`config.mk`:
```
export PLATFORM = sky130hd
export DESIGN_NAME = i2c_rtc_time_reader
export DESIGN_NICKNAME = d
export VERILOG_FILES = /design/src/hw/rtl/i2crtc_pkg.sv /design/src/hw/rtl/i2c_rtc_time_reader.sv /design/src/hw/rtl/i2crtc_cfg.sv /design/src/hw/rtl/i2crtc_seq.sv
export SDC_FILE = /design/constraint.sdc
export NUM_CORES = 1
export LEC_CHECK = 0
export BUFFER_PORTS_ARGS = -buffer_cell sky130_fd_sc_hd__buf_2
export CAP_MARGIN = 30
export CORE_MARGIN = 4
export CORE_UTILIZATION = 38
export CTS_CLUSTER_DIAMETER = 40
export CTS_CLUSTER_SIZE = 14
export DETAILED_ROUTE_END_ITERATION = 16
export MAX_ROUTING_LAYER = met4
export PLACE_DENSITY = 0.64
export SYNTH_ARGS = -nofsm -noshare
export SYNTH_HDL_FRONTEND = slang
export SYNTH_SLANG_ARGS = --single-unit
```
`constraint.sdc`:
```
create_clock -name clk -period 5.7 [get_ports clk]
set_clock_uncertainty 0.15 [all_clocks]
set_input_delay 1.14 -clock clk [delete_from_list [all_inputs] [get_ports clk]]
set_output_delay 1.14 -clock clk [all_outputs]
set_load 0.02 [all_outputs]
```
`src/hw/rtl/i2crtc_pkg.sv`:
```
// shared types, codes and helpers for the i2c rtc time reader
package i2crtc_pkg;

	localparam int AddrW  = 7;
	localparam int RegW   = 8;
	localparam int TickW  = 16;
	localparam int CfgIdxW = 2;
	localparam int CfgDataW = 16;
	localparam int InDataW = 8;
	localparam int OutDataW = 32;

	localparam logic [AddrW-1:0] DevAddrReset  = 7'h68;
	localparam logic [RegW-1:0]  FirstRegReset = 8'h00;
	localparam logic [TickW-1:0] TicksReset    = 16'd40;

	typedef enum logic [CfgIdxW-1:0] {
		CFG_DEVICE_ADDRESS  = 2'd0,
		CFG_FIRST_REGISTER  = 2'd1,
		CFG_TICKS_PER_DELAY = 2'd2
	} cfg_idx_t;

	typedef enum logic [4:0] {
		ST_IDLE    = 5'd0,
		ST_ST0     = 5'd1,
		ST_ST1     = 5'd2,
		ST_ST2     = 5'd3,
		ST_WB_SET  = 5'd4,
		ST_WB_HIGH = 5'd5,
		ST_WB_LOW  = 5'd6,
		ST_WA_REL  = 5'd7,
		ST_WA_HIGH = 5'd8,
		ST_WA_LOW  = 5'd9,
		ST_RB_HIGH = 5'd10,
		ST_RB_LOW  = 5'd11,
		ST_RA_SET  = 5'd12,
		ST_RA_HIGH = 5'd13,
		ST_RA_LOW  = 5'd14,
		ST_SP0     = 5'd15,
		ST_SP1     = 5'd16,
		ST_SP2     = 5'd17
	} seq_state_t;

	typedef struct packed {
		logic [AddrW-1:0] device_address;
		logic [RegW-1:0]  first_register;
		logic [TickW-1:0] ticks_per_delay;
	} cfg_t;

	typedef struct packed {
		logic       scl_drive_low;
		logic       sda_drive_low;
		logic       busy_res;
		logic       done_res;
		logic [7:0] seconds;
		logic [7:0] minutes;
		logic [5:0] hours;
		logic       nack_seen;
	} res_t;

	// tens * 10 + units, tens*10 built from shifts
	function automatic logic [7:0] from_bcd(input logic [7:0] b);
		logic [7:0] tens;
		tens = {4'd0, b[7:4]};
		return (tens << 3) + (tens << 1) + {4'd0, b[3:0]};
	endfunction

endpackage

```
`src/hw/rtl/i2c_rtc_time_reader.sv`:
```
// i2c rtc time reader top level: config port, sequencer and output register
// latency: the result of an input transfer is on m_tdata in the cycle after it is accepted
// throughput: one input transfer per cycle while the output side keeps up, set by the single-tick sequencer step
// an output register decouples the sides; input is taken while a result waits
// if the output side takes it in the same cycle
// reset: async active low, lines released, stores cleared, config to defaults
module i2c_rtc_time_reader
	import i2crtc_pkg::*;
(
	input  logic                clk,
	input  logic                arst_n,
	input  logic                s_tvalid,
	output logic                s_tready,
	input  logic [InDataW-1:0]  s_tdata,   // go, sda_in, zero pad
	output logic                m_tvalid,
	input  logic                m_tready,
	// scl_drive_low, sda_drive_low, busy_res, done_res, seconds[7:0],
	// minutes[7:0], hours[5:0], nack_seen, zero pad
	output logic [OutDataW-1:0] m_tdata,
	input  logic                cfg_we,
	input  logic [CfgIdxW-1:0]  cfg_addr,
	input  logic [CfgDataW-1:0] cfg_wdata
);

	cfg_t                cfg;
	res_t                res;
	logic                accept;
	logic                out_valid_q;
	logic [OutDataW-1:0] out_data_q;

	i2crtc_cfg u_cfg (
		.clk       (clk),
		.arst_n    (arst_n),
		.cfg_we    (cfg_we),
		.cfg_addr  (cfg_addr),
		.cfg_wdata (cfg_wdata),
		.cfg       (cfg)
	);

	i2crtc_seq u_seq (
		.clk    (clk),
		.arst_n (arst_n),
		.cfg    (cfg),
		.tick   (accept),
		.go     (s_tdata[0]),
		.sda_in (s_tdata[1]),
		.res    (res)
	);

	assign s_tready = !out_valid_q || m_tready;
	assign accept   = s_tvalid && s_tready;

	always_ff @(posedge clk or negedge arst_n) begin
		if (!arst_n) begin
			out_valid_q <= 1'b0;
		end else if (accept) begin
			out_valid_q <= 1'b1;
		end else if (m_tready) begin
			out_valid_q <= 1'b0;
		end
	end

	always_ff @(posedge clk) begin
		if (accept) begin
			out_data_q <= {5'd0, res.nack_seen, res.hours, res.minutes, res.seconds,
				res.done_res, res.busy_res, res.sda_drive_low, res.scl_drive_low};
		end
	end

	assign m_tvalid = out_valid_q;
	assign m_tdata  = out_data_q;

endmodule

```
`src/hw/rtl/i2crtc_cfg.sv`:
```
// configuration register file
module i2crtc_cfg
	import i2crtc_pkg::*;
(
	input  logic                clk,
	input  logic                arst_n,
	input  logic                cfg_we,
	input  logic [CfgIdxW-1:0]  cfg_addr,
	input  logic [CfgDataW-1:0] cfg_wdata,
	output cfg_t                cfg
);

	cfg_t cfg_q;

	always_ff @(posedge clk or negedge arst_n) begin
		if (!arst_n) begin
			cfg_q.device_address  <= DevAddrReset;
			cfg_q.first_register  <= FirstRegReset;
			cfg_q.ticks_per_delay <= TicksReset;
		end else if (cfg_we) begin
			case (cfg_addr)
				CFG_DEVICE_ADDRESS:  cfg_q.device_address  <= cfg_wdata[AddrW-1:0];
				CFG_FIRST_REGISTER:  cfg_q.first_register  <= cfg_wdata[RegW-1:0];
				CFG_TICKS_PER_DELAY: cfg_q.ticks_per_delay <= cfg_wdata[TickW-1:0];
				default: ;
			endcase
		end
	end

	assign cfg = cfg_q;

endmodule

```
`src/hw/rtl/i2crtc_seq.sv`:
```
// bus sequencer: one tick per transfer, drives scl/sda and collects the time bytes
module i2crtc_seq
	import i2crtc_pkg::*;
(
	input  logic clk,
	input  logic arst_n,
	input  cfg_t cfg,
	input  logic tick,
	input  logic go,
	input  logic sda_in,
	output res_t res
);

	seq_state_t       state_q, state_d;
	logic [3:0]       bit_q, bit_d;
	logic [7:0]       shift_q, shift_d;
	logic [1:0]       byte_q, byte_d;
	logic [TickW-1:0] pre_q, pre_d;
	logic             scl_q, scl_d;
	logic             sda_q, sda_d;
	logic [7:0]       sec_q, sec_d;
	logic [7:0]       min_q, min_d;
	logic [5:0]       hrs_q, hrs_d;
	logic             nack_q, nack_d;

	logic [TickW-1:0] limit;
	logic [TickW:0]   pre_inc;
	logic [3:0]       bit_inc;
	logic [7:0]       shl;
	logic [7:0]       hrs_bcd;
	logic [7:0]       addr_byte;
	logic             scl_out, sda_out, busy, done;

	always_ff @(posedge clk or negedge arst_n) begin
		if (!arst_n) begin
			state_q <= ST_IDLE;
		end else if (tick) begin
			state_q <= state_d;
		end
	end

	always_ff @(posedge clk or negedge arst_n) begin
		if (!arst_n) begin
			bit_q   <= '0;
			shift_q <= '0;
			byte_q  <= '0;
			pre_q   <= '0;
			scl_q   <= 1'b0;
			sda_q   <= 1'b0;
			sec_q   <= '0;
			min_q   <= '0;
			hrs_q   <= '0;
			nack_q  <= 1'b0;
		end else if (tick) begin
			bit_q   <= bit_d;
			shift_q <= shift_d;
			byte_q  <= byte_d;
			pre_q   <= pre_d;
			scl_q   <= scl_d;
			sda_q   <= sda_d;
			sec_q   <= sec_d;
			min_q   <= min_d;
			hrs_q   <= hrs_d;
			nack_q  <= nack_d;
		end
	end

	assign limit = (cfg.ticks_per_delay == '0) ? TickW'(1) : cfg.ticks_per_delay;

	always_comb begin
		state_d = state_q;
		bit_d   = bit_q;
		shift_d = shift_q;
		byte_d  = byte_q;
		pre_d   = pre_q;
		scl_d   = scl_q;
		sda_d   = sda_q;
		sec_d   = sec_q;
		min_d   = min_q;
		hrs_d   = hrs_q;
		nack_d  = nack_q;
		done    = 1'b0;

		// go tick is also the first tick of the first slot
		if (state_q == ST_IDLE && go) begin
			state_d = ST_ST0;
			nack_d  = 1'b0;
			byte_d  = '0;
			bit_d   = '0;
			shift_d = '0;
			pre_d   = '0;
			scl_d   = 1'b0;
			sda_d   = 1'b0;
		end

		scl_out = scl_d;
		sda_out = sda_d;
		busy    = (state_d != ST_IDLE);

		pre_inc   = {1'b0, pre_d} + 1'b1;
		bit_inc   = bit_d + 4'd1;
		shl       = {shift_d[6:0], 1'b0};
		hrs_bcd   = from_bcd({2'b00, shift_d[5:0]});
		addr_byte = {cfg.device_address, (byte_d == 2'd2)};

		if (busy) begin
			if (pre_inc >= {1'b0, limit}) begin
				pre_d = '0;
				case (state_d)
					ST_ST0: begin
						state_d = ST_ST1; scl_d = 1'b0; sda_d = 1'b1;
					end
					ST_ST1: begin
						state_d = ST_ST2; scl_d = 1'b1; sda_d = 1'b1;
					end
					ST_ST2: begin
						shift_d = addr_byte;
						bit_d   = '0;
						state_d = ST_WB_SET; scl_d = 1'b1; sda_d = ~addr_byte[7];
					end
					ST_WB_SET: begin
						state_d = ST_WB_HIGH; scl_d = 1'b0;
					end
					ST_WB_HIGH: begin
						state_d = ST_WB_LOW; scl_d = 1'b1;
					end
					ST_WB_LOW: begin
						shift_d = shl;
						bit_d   = bit_inc;
						scl_d   = 1'b1;
						if (bit_inc >= 4'd8) begin
							state_d = ST_WA_REL; sda_d = 1'b0;
						end else begin
							state_d = ST_WB_SET; sda_d = ~shl[7];
						end
					end
					ST_WA_REL: begin
						state_d = ST_WA_HIGH; scl_d = 1'b0; sda_d = 1'b0;
					end
					ST_WA_HIGH: begin
						if (sda_in) nack_d = 1'b1;
						state_d = ST_WA_LOW; scl_d = 1'b1; sda_d = 1'b0;
					end
					ST_WA_LOW: begin
						if (byte_d == 2'd0) begin
							byte_d  = 2'd1;
							shift_d = cfg.first_register;
							bit_d   = '0;
							state_d = ST_WB_SET; scl_d = 1'b1;
							sda_d   = ~cfg.first_register[7];
						end else if (byte_d == 2'd1) begin
							// repeated start
							byte_d  = 2'd2;
							state_d = ST_ST0; scl_d = 1'b0; sda_d = 1'b0;
						end else begin
							byte_d  = '0;
							shift_d = '0;
							bit_d   = '0;
							state_d = ST_RB_HIGH; scl_d = 1'b0; sda_d = 1'b0;
						end
					end
					ST_RB_HIGH: begin
						shift_d = {shift_d[6:0], sda_in};
						state_d = ST_RB_LOW; scl_d = 1'b1; sda_d = 1'b0;
					end
					ST_RB_LOW: begin
						bit_d = bit_inc;
						if (bit_inc >= 4'd8) begin
							if (byte_d == 2'd0)      sec_d = from_bcd(shift_d);
							else if (byte_d == 2'd1) min_d = from_bcd(shift_d);
							else                     hrs_d = hrs_bcd[5:0];
							// ack the first two bytes, nack the last
							state_d = ST_RA_SET; scl_d = 1'b1; sda_d = (byte_d < 2'd2);
						end else begin
							state_d = ST_RB_HIGH; scl_d = 1'b0; sda_d = 1'b0;
						end
					end
					ST_RA_SET: begin
						state_d = ST_RA_HIGH; scl_d = 1'b0;
					end
					ST_RA_HIGH: begin
						state_d = ST_RA_LOW; scl_d = 1'b1;
					end
					ST_RA_LOW: begin
						if (byte_d >= 2'd2) begin
							byte_d  = '0;
							state_d = ST_SP0; scl_d = 1'b1; sda_d = 1'b1;
						end else begin
							byte_d  = byte_d + 2'd1;
							shift_d = '0;
							bit_d   = '0;
							state_d = ST_RB_HIGH; scl_d = 1'b0; sda_d = 1'b0;
						end
					end
					ST_SP0: begin
						state_d = ST_SP1; scl_d = 1'b0; sda_d = 1'b1;
					end
					ST_SP1: begin
						state_d = ST_SP2; scl_d = 1'b0; sda_d = 1'b0;
					end
					default: begin
						state_d = ST_IDLE; scl_d = 1'b0; sda_d = 1'b0;
						bit_d   = '0;
						byte_d  = '0;
						shift_d = '0;
						done    = 1'b1;
					end
				endcase
			end else begin
				pre_d = pre_inc[TickW-1:0];
			end
		end

		res.scl_drive_low = scl_out;
		res.sda_drive_low = sda_out;
		res.busy_res      = busy;
		res.done_res      = done;
		res.seconds       = sec_d;
		res.minutes       = min_d;
		res.hours         = hrs_d;
		res.nack_seen     = nack_d;
	end

endmodule

```
* Word-level counts from Yosys, hierarchy flattened
Index checks and enable logic that the tools add are counted.
** Operators by class
- Add/sub/neg operators :: 7
- Multipliers :: 0
- Div/mod/pow operators :: 0
- Magnitude comparators :: 4
- Eq/ne operators :: 20
- Shift-type cells :: 0
- Muxes and demuxes :: 73
- Bitwise gates (word level) :: 3
- Reductions and logical operators :: 22
** Operators by type and width (number)
- two-way mux 8 bit :: 17
- case mux 5 bit (16 select lines) :: 1
- two-way mux 16 bit :: 4
- case mux 8 bit (6 select lines) :: 1
- == test 5 x 4 -> 1 bit, second input constant :: 8
- two-way mux 6 bit :: 6
- two-way mux 4 bit :: 7
- OR reduction 11 bit :: 2
- == test 5 x 3 -> 1 bit, second input constant :: 4
- two-way mux 1 bit :: 20
- two-way mux 5 bit :: 4
- adder 16 x 1 -> 17 bit, second input constant :: 1
- greater-or-equal comparator 17 x 16 -> 1 bit :: 1
- zero test 16 bit :: 1
- case mux 4 bit (4 select lines) :: 1
- OR reduction 16 bit :: 1
- two-way mux 2 bit :: 7
- OR reduction 14 bit :: 1
- == test 5 x 2 -> 1 bit, second input constant :: 2
- adder 7 x 5 -> 8 bit :: 1
- adder 8 x 4 -> 8 bit :: 1
- AND reduction 2 bit :: 4
- case mux 1 bit (7 select lines) :: 1
- OR reduction 7 bit :: 1
- other kinds (25) :: 32
** Word-level totals
- Flip-flop bits (word level) :: 119
- Bits in latches :: 0
- Memory bits (writable) :: 0
- ROM bits :: 0
- Input bits :: 31
- Output and inout port bits :: 34
- Memories kept :: 0

* Depth between registers and ports, before layout
Gate-level depths: netlist (run 1).
- Word-level depth :: 11
- Gate-level depth with buffers :: 20
- Gate-level depth less buffers :: 16

* Modules after synthesis
A second synthesis (run 1) with hierarchy kept.
** Unflattened totals
- Cell total of the unflattened synthesis :: 656
- Area total of the unflattened synthesis :: 6796.5 µm²
** Modules (own cells, without submodules)
- i2crtc_seq :: instances 1, cells each 553, area each 4695.8 µm²
- i2crtc_cfg :: instances 1, cells each 66, area each 1194.9 µm²
- i2c_rtc_time_reader :: instances 1, cells each 37, area each 905.9 µm²

* Worst setup path before layout (run 1)
No wires, ideal clock.
- Path type :: input to register
- From :: input s_tdata[0]
- To :: register out_data_q[20] (netlist: m_tdata[20]) (data pin)
- Arrival :: 4.621 ns
- Data required time :: 5.290 ns
- Slack :: 0.669 ns
- Stages on the path :: 16
- Path buffers :: 2
- Cells stage by stage :: nand3_1 clkbuf_1 and2_1 ha_1 nand2_1 nor3_1 xnor2_1 nor2_1 ha_1 and4_1 a221oi_1 nand4_1 a211oi_4 or3_1 buf_2 mux2_2
** RTL lines
- start, declared :: line i2c_rtc_time_reader.sv:14 : input logic [InDataW-1:0] s_tdata,
- end signal, assigned :: line i2c_rtc_time_reader.sv:65 : out_data_q <= {5'd0, res.nack_seen, res.hours, res.minutes, res.seconds,
- end, declared :: line i2c_rtc_time_reader.sv:29 : logic [OutDataW-1:0] out_data_q;

* Worst setup path in the final report (run 1)
- From :: input s_tdata[0]
- To :: register u_seq.sec_q[7]
** Between the ends
- Cells in the longest elaborated chain, start to end :: 9
- Elaborated cells on any way between the ends :: 20
- Classes of those cells :: add/sub (4); order compare (2); eq/ne (1); mux (10); reduce/logical (3)
** Ends and longest elaborated chain
- logical AND 1 bit * :: line i2crtc_seq.sv:85 : if (state_q == ST_IDLE && go) begin
- two-way mux 8 bit :: line i2crtc_seq.sv:85
- adder 7 x 5 -> 8 bit :: line i2crtc_pkg.sv:64 : return (tens << 3) + (tens << 1) + {4'd0, b[3:0]};
- adder 8 x 4 -> 8 bit :: line i2crtc_pkg.sv:64
- two-way mux 8 bit :: line i2crtc_seq.sv:169 : if (byte_d == 2'd0) sec_d = from_bcd(shift_d);
- two-way mux 8 bit :: line i2crtc_seq.sv:168 : if (bit_inc >= 4'd8) begin
- two-way mux 8 bit :: line i2crtc_seq.sv:109 : case (state_d)
- two-way mux 8 bit :: line i2crtc_seq.sv:107 : if (pre_inc >= {1'b0, limit}) begin
- two-way mux 8 bit * :: line i2crtc_seq.sv:106 : if (busy) begin
- end signal, assigned :: line i2crtc_seq.sv:50 : sec_q <= '0;
- end signal, assigned :: line i2crtc_seq.sv:61 : sec_q <= sec_d;
- end, declared :: line i2crtc_seq.sv:21 : logic [7:0] sec_q, sec_d;
Mark *: on every way between the ends. The rest lies on a longest branch, timed or not.
A chain may end at the register's enable or synchronous reset.

==> results of run 1 <==
-- worst reg2reg max path, delay by kind of cell, from the launching register on --
family,cells,cell delay [ns]
muxes,1,0.39
xor gates and xnor gates,1,0.21
adders and majority gates,2,0.56
and+or+nand+nor,10,2.47
DFF,1,0.39
AOI/OAI and AO/OA,2,0.39
-- metal layers --
metal | vias to the layer above | GRT usage | routed length, um
li1 | 2430 | - | -
met1 | 2476 | 0.207 | 7280
met2 | 168 | 0.264 | 7450
met3 | 24 | 0.0437 | 909
met4 | 0 | 0.0495 | 238
met5 | - | - | 0
-- stage by stage --
stage / total power, uW / setup WS (ns) / instance area (um^2) / std cells / utilization
finish: 2440 / 0.654 / 7960 / 927 / 0.455
global route: 2540 / 0.309 / 7960 / 927 / 0.455
CTS: 2450 / 0.670 / 7960 / 927 / 0.455
detailed placement: 1350 / 0.238 / 7350 / 895 / 0.421
global placement: 1330 / 0.318 / 7350 / 894 / 0.420
floorplan: 1230 / 0.669 / 6880 / 641 / -
-- cells in the final DEF (no fill, tap or decap), types with 5 or more instances in the layout --
| cell type | n |
|---|---|
| dfrtp_1 | 87 |
| mux2_2 | 63 |
| nand2_1 | 55 |
| buf_2 | 53 |
| nor2_1 | 36 |
| nand3_1 | 29 |
| inv_1 | 28 |
| edfxtp_1 | 27 |
| ha_1 | 26 |
| a21oi_1 | 22 |
| o21ai_0 | 21 |
| clkbuf_16 | 17 |
| buf_4 | 16 |
| mux2_4 | 14 |
| and2_1 | 13 |
| a22o_1 | 13 |
| xor2_1 | 11 |
| nor3_1 | 9 |
| xnor2_1 | 9 |
| a21o_1 | 9 |
| nand4_1 | 7 |
| and3_1 | 6 |
| nand2b_1 | 6 |
| o31ai_1 | 6 |
| o211ai_1 | 6 |
| inv_6 | 6 |
| or3_1 | 5 |
| o21a_1 | 5 |
| nor2b_1 | 5 |
| nor3b_1 | 5 |
| conb_1 | 5 |
| dfstp_2 | 5 |
-- final cells by class --
type                       count  area, um^2
sequential                   119        3120
inverter                      28         105
tap                          225         282
multi-input combinational    454        3460
fill                        1613        9520
clock buffer                  17         425
timing repair buffer          69         385
clock inverter                15         180
-- kinds of logic (layout without fill, tap and decap cells) --
group | Yosys count | in the layout | synth area share
buffers and inverters | 68 | 129 | 0.0437
muxes | 79 | 79 | 0.137
other | 1 | 5 | 0.000546
xor gates and xnor gates | 20 | 20 | 0.0255
AOI/OAI and AO/OA | 118 | 118 | 0.125
adders and majority gates | 29 | 29 | 0.0561
and+or+nand+nor | 203 | 203 | 0.158
DFF | 119 | 119 | 0.454
-- worst paths after layout --
kind / end / slack, ns / depth (start not counted) / start
setup / recovery: u_seq.sec_q[7]$_DFFE_PN0P_ / 0.65 / 16 / s_tdata[0]
hold / removal: u_seq.scl_q$_DFFE_PN0P_ / 0.34 / 2 / u_seq.scl_q$_DFFE_PN0P_
setup reg to reg: u_seq.sec_q[7]$_DFFE_PN0P_ / 1.02 / 16 / u_seq.state_q[2]$_DFFE_PN0P_
hold reg to reg: u_seq.scl_q$_DFFE_PN0P_ / 0.34 / 2 / u_seq.scl_q$_DFFE_PN0P_
max in group asynchronous: u_seq.shift_q[5]$_DFFE_PN0P_ / 3.74 / 2 / arst_n
min in group asynchronous: u_cfg.cfg[1]$_DFFE_PN0P_ / 0.51 / 1 / arst_n
-- power by group through the flow --
stage / clock network [uW] / registers, uW / logic (uW)
after global placement: 0 / 1020 / 308
after CTS: 1120 / 1010 / 326
after detailed placement: 0 / 1020 / 325
after floorplan: 0 / 1010 / 220
final: 1100 / 1010 / 324
after global routing: 1160 / 1020 / 365
-- sequential cells by signal, summed over array words and instances, names as in the netlist --
name           flops
u_seq.bit_q        4
u_seq.pre_q       16
u_seq.sec_q        8
u_seq.min_q        8
u_seq.state_q      5
u_seq.sda_q        1
u_seq.nack_q       1
u_seq.byte_q       2
m_tdata           27
u_seq.scl_q        1
m_tvalid           1
u_cfg.cfg         31
u_seq.shift_q      8
u_seq.hrs_q        6
==> impl_metrics.py, run 1 <==
metrics = {
    "logic_synthesis": {
        "synthesis.area_mm2": 0.00687,
        "synth_top_area_frac": 0.317,
        "yosysMostFrequentCell": "dfrtp_1",
        "syn-instance-count": 637,
        "yosysWarnings": 0,
        "synth_top_cell_by_area": "dfrtp_1",
        "seq_area_frac_synth": 0.454,
        "synthTopCellsByCount": "dfrtp_1, mux2_2, nand2_1",
        "synthFlopType": "dfrtp_1",
        "synthTopCellsByArea": "dfrtp_1, edfxtp_1, mux2_2, ha_1, mux2_4",
        "synth_edf_count": 27,
        "ys_seq_elements": 119,
        "postSynthAreaPerCell_um2": 10.8,
        "synthArstFlopShare": 0.773,
        "synth_cell_types": 70,
    },
    "route": {
        "viasPerCell": 5.50,
        "first_pass_iters": 5,
        "wirelength_um": 15900,
        "wl_per_cell_um": 17.1,
        "drtAntennaViolNets": 0,
        "route.detailed.drc": 0,
        "vias": 5098,
        "drt-initial-drc-count": 326,
    },
    "placement": {
        "place_congestion": 0.908,
        "port-buffer-count": 53,
        "dp_hpwl_um": 11300,
    },
    "power": {
        "p_seq_frac": 0.413,
        "combPwrFrac": 0.133,
        "p_sw_uw": 692,
        "power_switching_share": 0.284,
        "p_int_uw": 1740,
        "irDropWorstVdd_mv": 0.230,
        "leakage_uw": 0.00375,
        "p_per_area_mw_per_mm2": 306,
        "p_clk_frac": 0.453,
    },
    "clocking": {
        "postCtsHoldBufs": 0,
        "cts-root-buf": "clkbuf_16",
        "cts_tree": "yes",
        "cts_setup_buffers": 0,
        "clock_sinks": 119,
        "cts_buffer_depth": 2,
        "cts_resized": 0,
        "htreeDepth": 4,
        "clk_pin_slew_ns": 0.06,
        "clock_latency_ns": 0.42,
        "cts_buffers": 17,
    },
    "timing": {
        "tns_ns": 0,
        "period_minus_slack_ns": 5.05,
        "slew-limit-headroom": 0.389,
        "hold_slack_ns": 0.344,
        "worst_slew_pin_slew_ns": 0.909,
        "timing.final.crit_share": 0.885,
        "fmax_mhz": 198,
        "hold_viol_final": 0,
        "rsz0062_at_grt": "false",
        "finalMaxSlewViolations": 0,
        "setup_violations": 0,
    },
    "setup_path": {
        "path_cells": "buf_2, nand3_1, and2_1, ha_1, nand2_1, nor3_1, and3_1, xnor2_1, nor2_1, ha_1, nand4_1, nor4_1, a41o_1, a211oi_4, or4_1, mux2_4",
        "required_ns": 5.85,
        "worstSetupStartpointType": "primary input",
        "cpMostUsedCell": "ha_1",
        "cp_top_family": "simple AND/OR/NAND/NOR gates",
        "worstPathMaxFanout": 8,
        "critPathMaxStageDelay_ns": 0.80,
        "criticalPathCategory": "in2reg",
        "path_buf_inv": 1,
        "arrival_ns": 5.20,
        "crit_slowest_cell": "or4_1",
        "worst_setup_path_end_kind": "flop",
    },
    "final_layout": {
        "diodes": 0,
        "layout-drive-gt1-share": 0.279,
        "area_delta_synth_final_pct": 15.9,
        "nets": 749,
    },
    "floorplan": {
        "fp-row-count": 48,
        "die_h_um": 142,
        "initial_core_util": 0.393,
        "dieArea_mm2": 0.0203,
        "fp.dieW_um": 142,
        "io_pins": 65,
        "fp.coreArea_mm2": 0.0175,
    },
    "global_routing": {
        "grt_usage": 0.165,
        "grt_pass1_wl_um": 26000,
        "grt_max_degree": 61,
        "antenna_found_initial": 0,
        "grt-ovfl-total": 0,
        "grt_pass1_vias": 5204,
    },
    "job": {
        "cap_violations": 0,
    },
    "outcome": {
        "status": "complete, no violations",
    },
    "hold_path": {
        "hold_class": "reg2reg",
    },
}
(Power assumes the default switching activity.)
==> run 2: changes to the inputs <==
--- a/config.mk
+++ b/config.mk
@@ -6,7 +6,6 @@
 export NUM_CORES = 1
 export LEC_CHECK = 0
 export BUFFER_PORTS_ARGS = -buffer_cell sky130_fd_sc_hd__buf_2
-export CAP_MARGIN = 30
 export CORE_MARGIN = 4
 export CORE_UTILIZATION = 38
 export CTS_CLUSTER_DIAMETER = 40
==> constraint.sdc (replaced) <==
create_clock -name clk -period 5.35 [get_ports clk]
set_clock_uncertainty 0.15 [all_clocks]
set_input_delay 1.07 -clock clk [delete_from_list [all_inputs] [get_ports clk]]
set_output_delay 1.07 -clock clk [all_outputs]
set_load 0.02 [all_outputs]
==> run 2 against run 1 <==
Effect of this change:
- sequential power up 6%
- clock power up 5%
- sequential share of layout area unchanged
- worst setup slack worse by 0.28 ns
- final cell count unchanged
- via count up 1.1%
- hold slack worse by 0.0027 ns
- combinational power up 5%
- register-to-register slack worse by 0.43 ns
- critical path depth down 1
- non-clock buffer count unchanged
- highest routed layer unchanged
==> impl_metrics.py, run 2 (synthesized netlist as in run 1, its figures left out) <==
metrics = {
    "floorplan": {
        "fp.coreArea_mm2": 0.0175,
        "io_pins": 65,
        "die_h_um": 142,
        "fp.dieW_um": 142,
        "fp-row-count": 48,
        "dieArea_mm2": 0.0203,
        "initial_core_util": 0.393,
    },
    "global_routing": {
        "grt_pass1_vias": 5355,
        "grt_max_degree": 49,
        "grtUsageMet2": 0.270,
        "top_usage_layer": "met2",
        "use_met1": 0.219,
        "grt_usage": 0.170,
        "antenna_found_initial": 0,
        "grt-ovfl-total": 0,
        "grt_use_met3": 0.0363,
        "grt_pass1_wl_um": 26900,
    },
    "final_layout": {
        "final_cell_mix": "dfrtp_1, mux2_2, nand2_1",
        "diodes": 0,
        "mostFrequentLayoutCell": "dfrtp_1",
        "area_delta_synth_final_pct": 15.9,
        "largest_reg_flops": 31,
        "layout-drive-gt1-share": 0.281,
        "fillerInstances": 1571,
        "utilization": 0.455,
        "final_area_mm2": 0.00796,
        "stdcell_count": 927,
        "nets": 749,
    },
    "timing": {
        "period_minus_slack_ns": 4.97,
        "slew-limit-headroom": 0.265,
        "worst_slew_pin_slew_ns": 1.10,
        "hold_viol_final": 0,
        "setup_violations": 0,
        "rsz0062_at_grt": "false",
        "fmax_mhz": 201,
        "finalMaxSlewViolations": 0,
        "timing.final.crit_share": 0.930,
    },
    "clocking": {
        "cts_tree": "yes",
        "clk_pin_slew_ns": 0.06,
        "cts_resized": 0,
        "clock_latency_ns": 0.42,
        "cts_setup_buffers": 0,
        "clock_sinks": 119,
        "cts_buffer_depth": 2,
        "postCtsHoldBufs": 0,
        "htreeDepth": 4,
        "cts-root-buf": "clkbuf_16",
        "cts_buffers": 17,
    },
    "route": {
        "viasPerCell": 5.56,
        "wirelength_um": 16000,
        "first_pass_iters": 6,
        "vias": 5153,
        "drt-initial-drc-count": 490,
        "wl_per_cell_um": 17.2,
        "route.detailed.drc": 0,
        "drtAntennaViolNets": 0,
    },
    "setup_path": {
        "required_ns": 5.36,
        "worstPathMaxFanout": 6,
        "arrival_ns": 4.98,
        "worstSetupStartpointType": "primary input",
        "worst_setup_path_end_kind": "flop",
        "criticalPathCategory": "in2reg",
    },
    "outcome": {
        "status": "complete, no violations",
    },
    "power": {
        "leakage_uw": 0.00374,
        "p_per_area_mw_per_mm2": 323,
        "irDropWorstVdd_mv": 0.227,
        "finalPower_uw": 2570,
    },
    "placement": {
        "dp_hpwl_um": 11400,
        "port-buffer-count": 53,
        "dpl-instance-area_mm2": 0.00736,
        "dpl.cell_count": 895,
        "place_congestion": 0.892,
    },
    "job": {
        "cap_violations": 0,
    },
    "hold_path": {
        "hold_class": "reg2reg",
    },
}
## run 2: worst paths after layout
kind	start	endpoint	slack, ns	depth (start not counted)
worst min-delay path	u_seq.pre_q[1]$_DFFE_PN0P_	u_seq.pre_q[1]$_DFFE_PN0P_	0.34	2
max in group asynchronous	arst_n	u_cfg.cfg[20]$_DFFE_PN0P_	3.49	2
worst min register to register	u_seq.pre_q[1]$_DFFE_PN0P_	u_seq.pre_q[1]$_DFFE_PN0P_	0.34	2
min in group asynchronous	arst_n	u_cfg.cfg[4]$_DFFE_PN0P_	0.52	1
worst max register to register	u_seq.state_q[2]$_DFFE_PN0P_	m_tdata[20]$_DFFE_PP_	0.59	15
worst max-delay path	s_tdata[0]	m_tdata[20]$_DFFE_PP_	0.38	15
## run 2: critical path, cell delays in order
cell	delay [ns]
buf_2	0.14
nand3_1	0.14
and2_1	0.24
ha_1	0.23
nand2_1	0.15
nor3_2	0.37
xnor2_1	0.17
nor2_1	0.10
ha_1	0.37
and4_1	0.22
a221oi_1	0.30
nand4_1	0.23
a211oi_4	0.49
or3_1	0.36
mux2_2	0.40
## run 2: final cells by class
cell class | count | area [um^2] | area share
clock buffer | 17 | 425 | 0.0535
clock inverter | 15 | 173 | 0.0217
sequential | 119 | 3120 | 0.392
multi-input combinational | 454 | 3470 | 0.436
timing repair buffer | 69 | 388 | 0.0487
inverter | 28 | 105 | 0.0132
tap | 225 | 282 | 0.0354
## run 2: through the flow
step / setup TNS [ns] / hold WS, ns / setup WS (ns)
2_1_floorplan: 0 / 0.303 / 0.389
3_3_place_gp: 0 / 0.315 / 0.0246
3_5_place_dp: -3.93 / 0.327 / -0.150
4_1_cts: 0 / 0.340 / 0.267
5_1_grt: 0 / 0.356 / 0.180
6_report: 0 / 0.341 / 0.376
## run 2: per-layer routing
metal | share of wire | routed length (um)
met1 | 0.46 | 7310
met2 | 0.48 | 7610
met3 | 0.056 | 899
met4 | 0.0099 | 158
met5 | 0 | 0
## run 2: report_power, final
part,internal (uW),total [uW],switching [uW]
Sequential,1010,1070,60.6
Combinational,142,341,198
Clock,669,1160,493
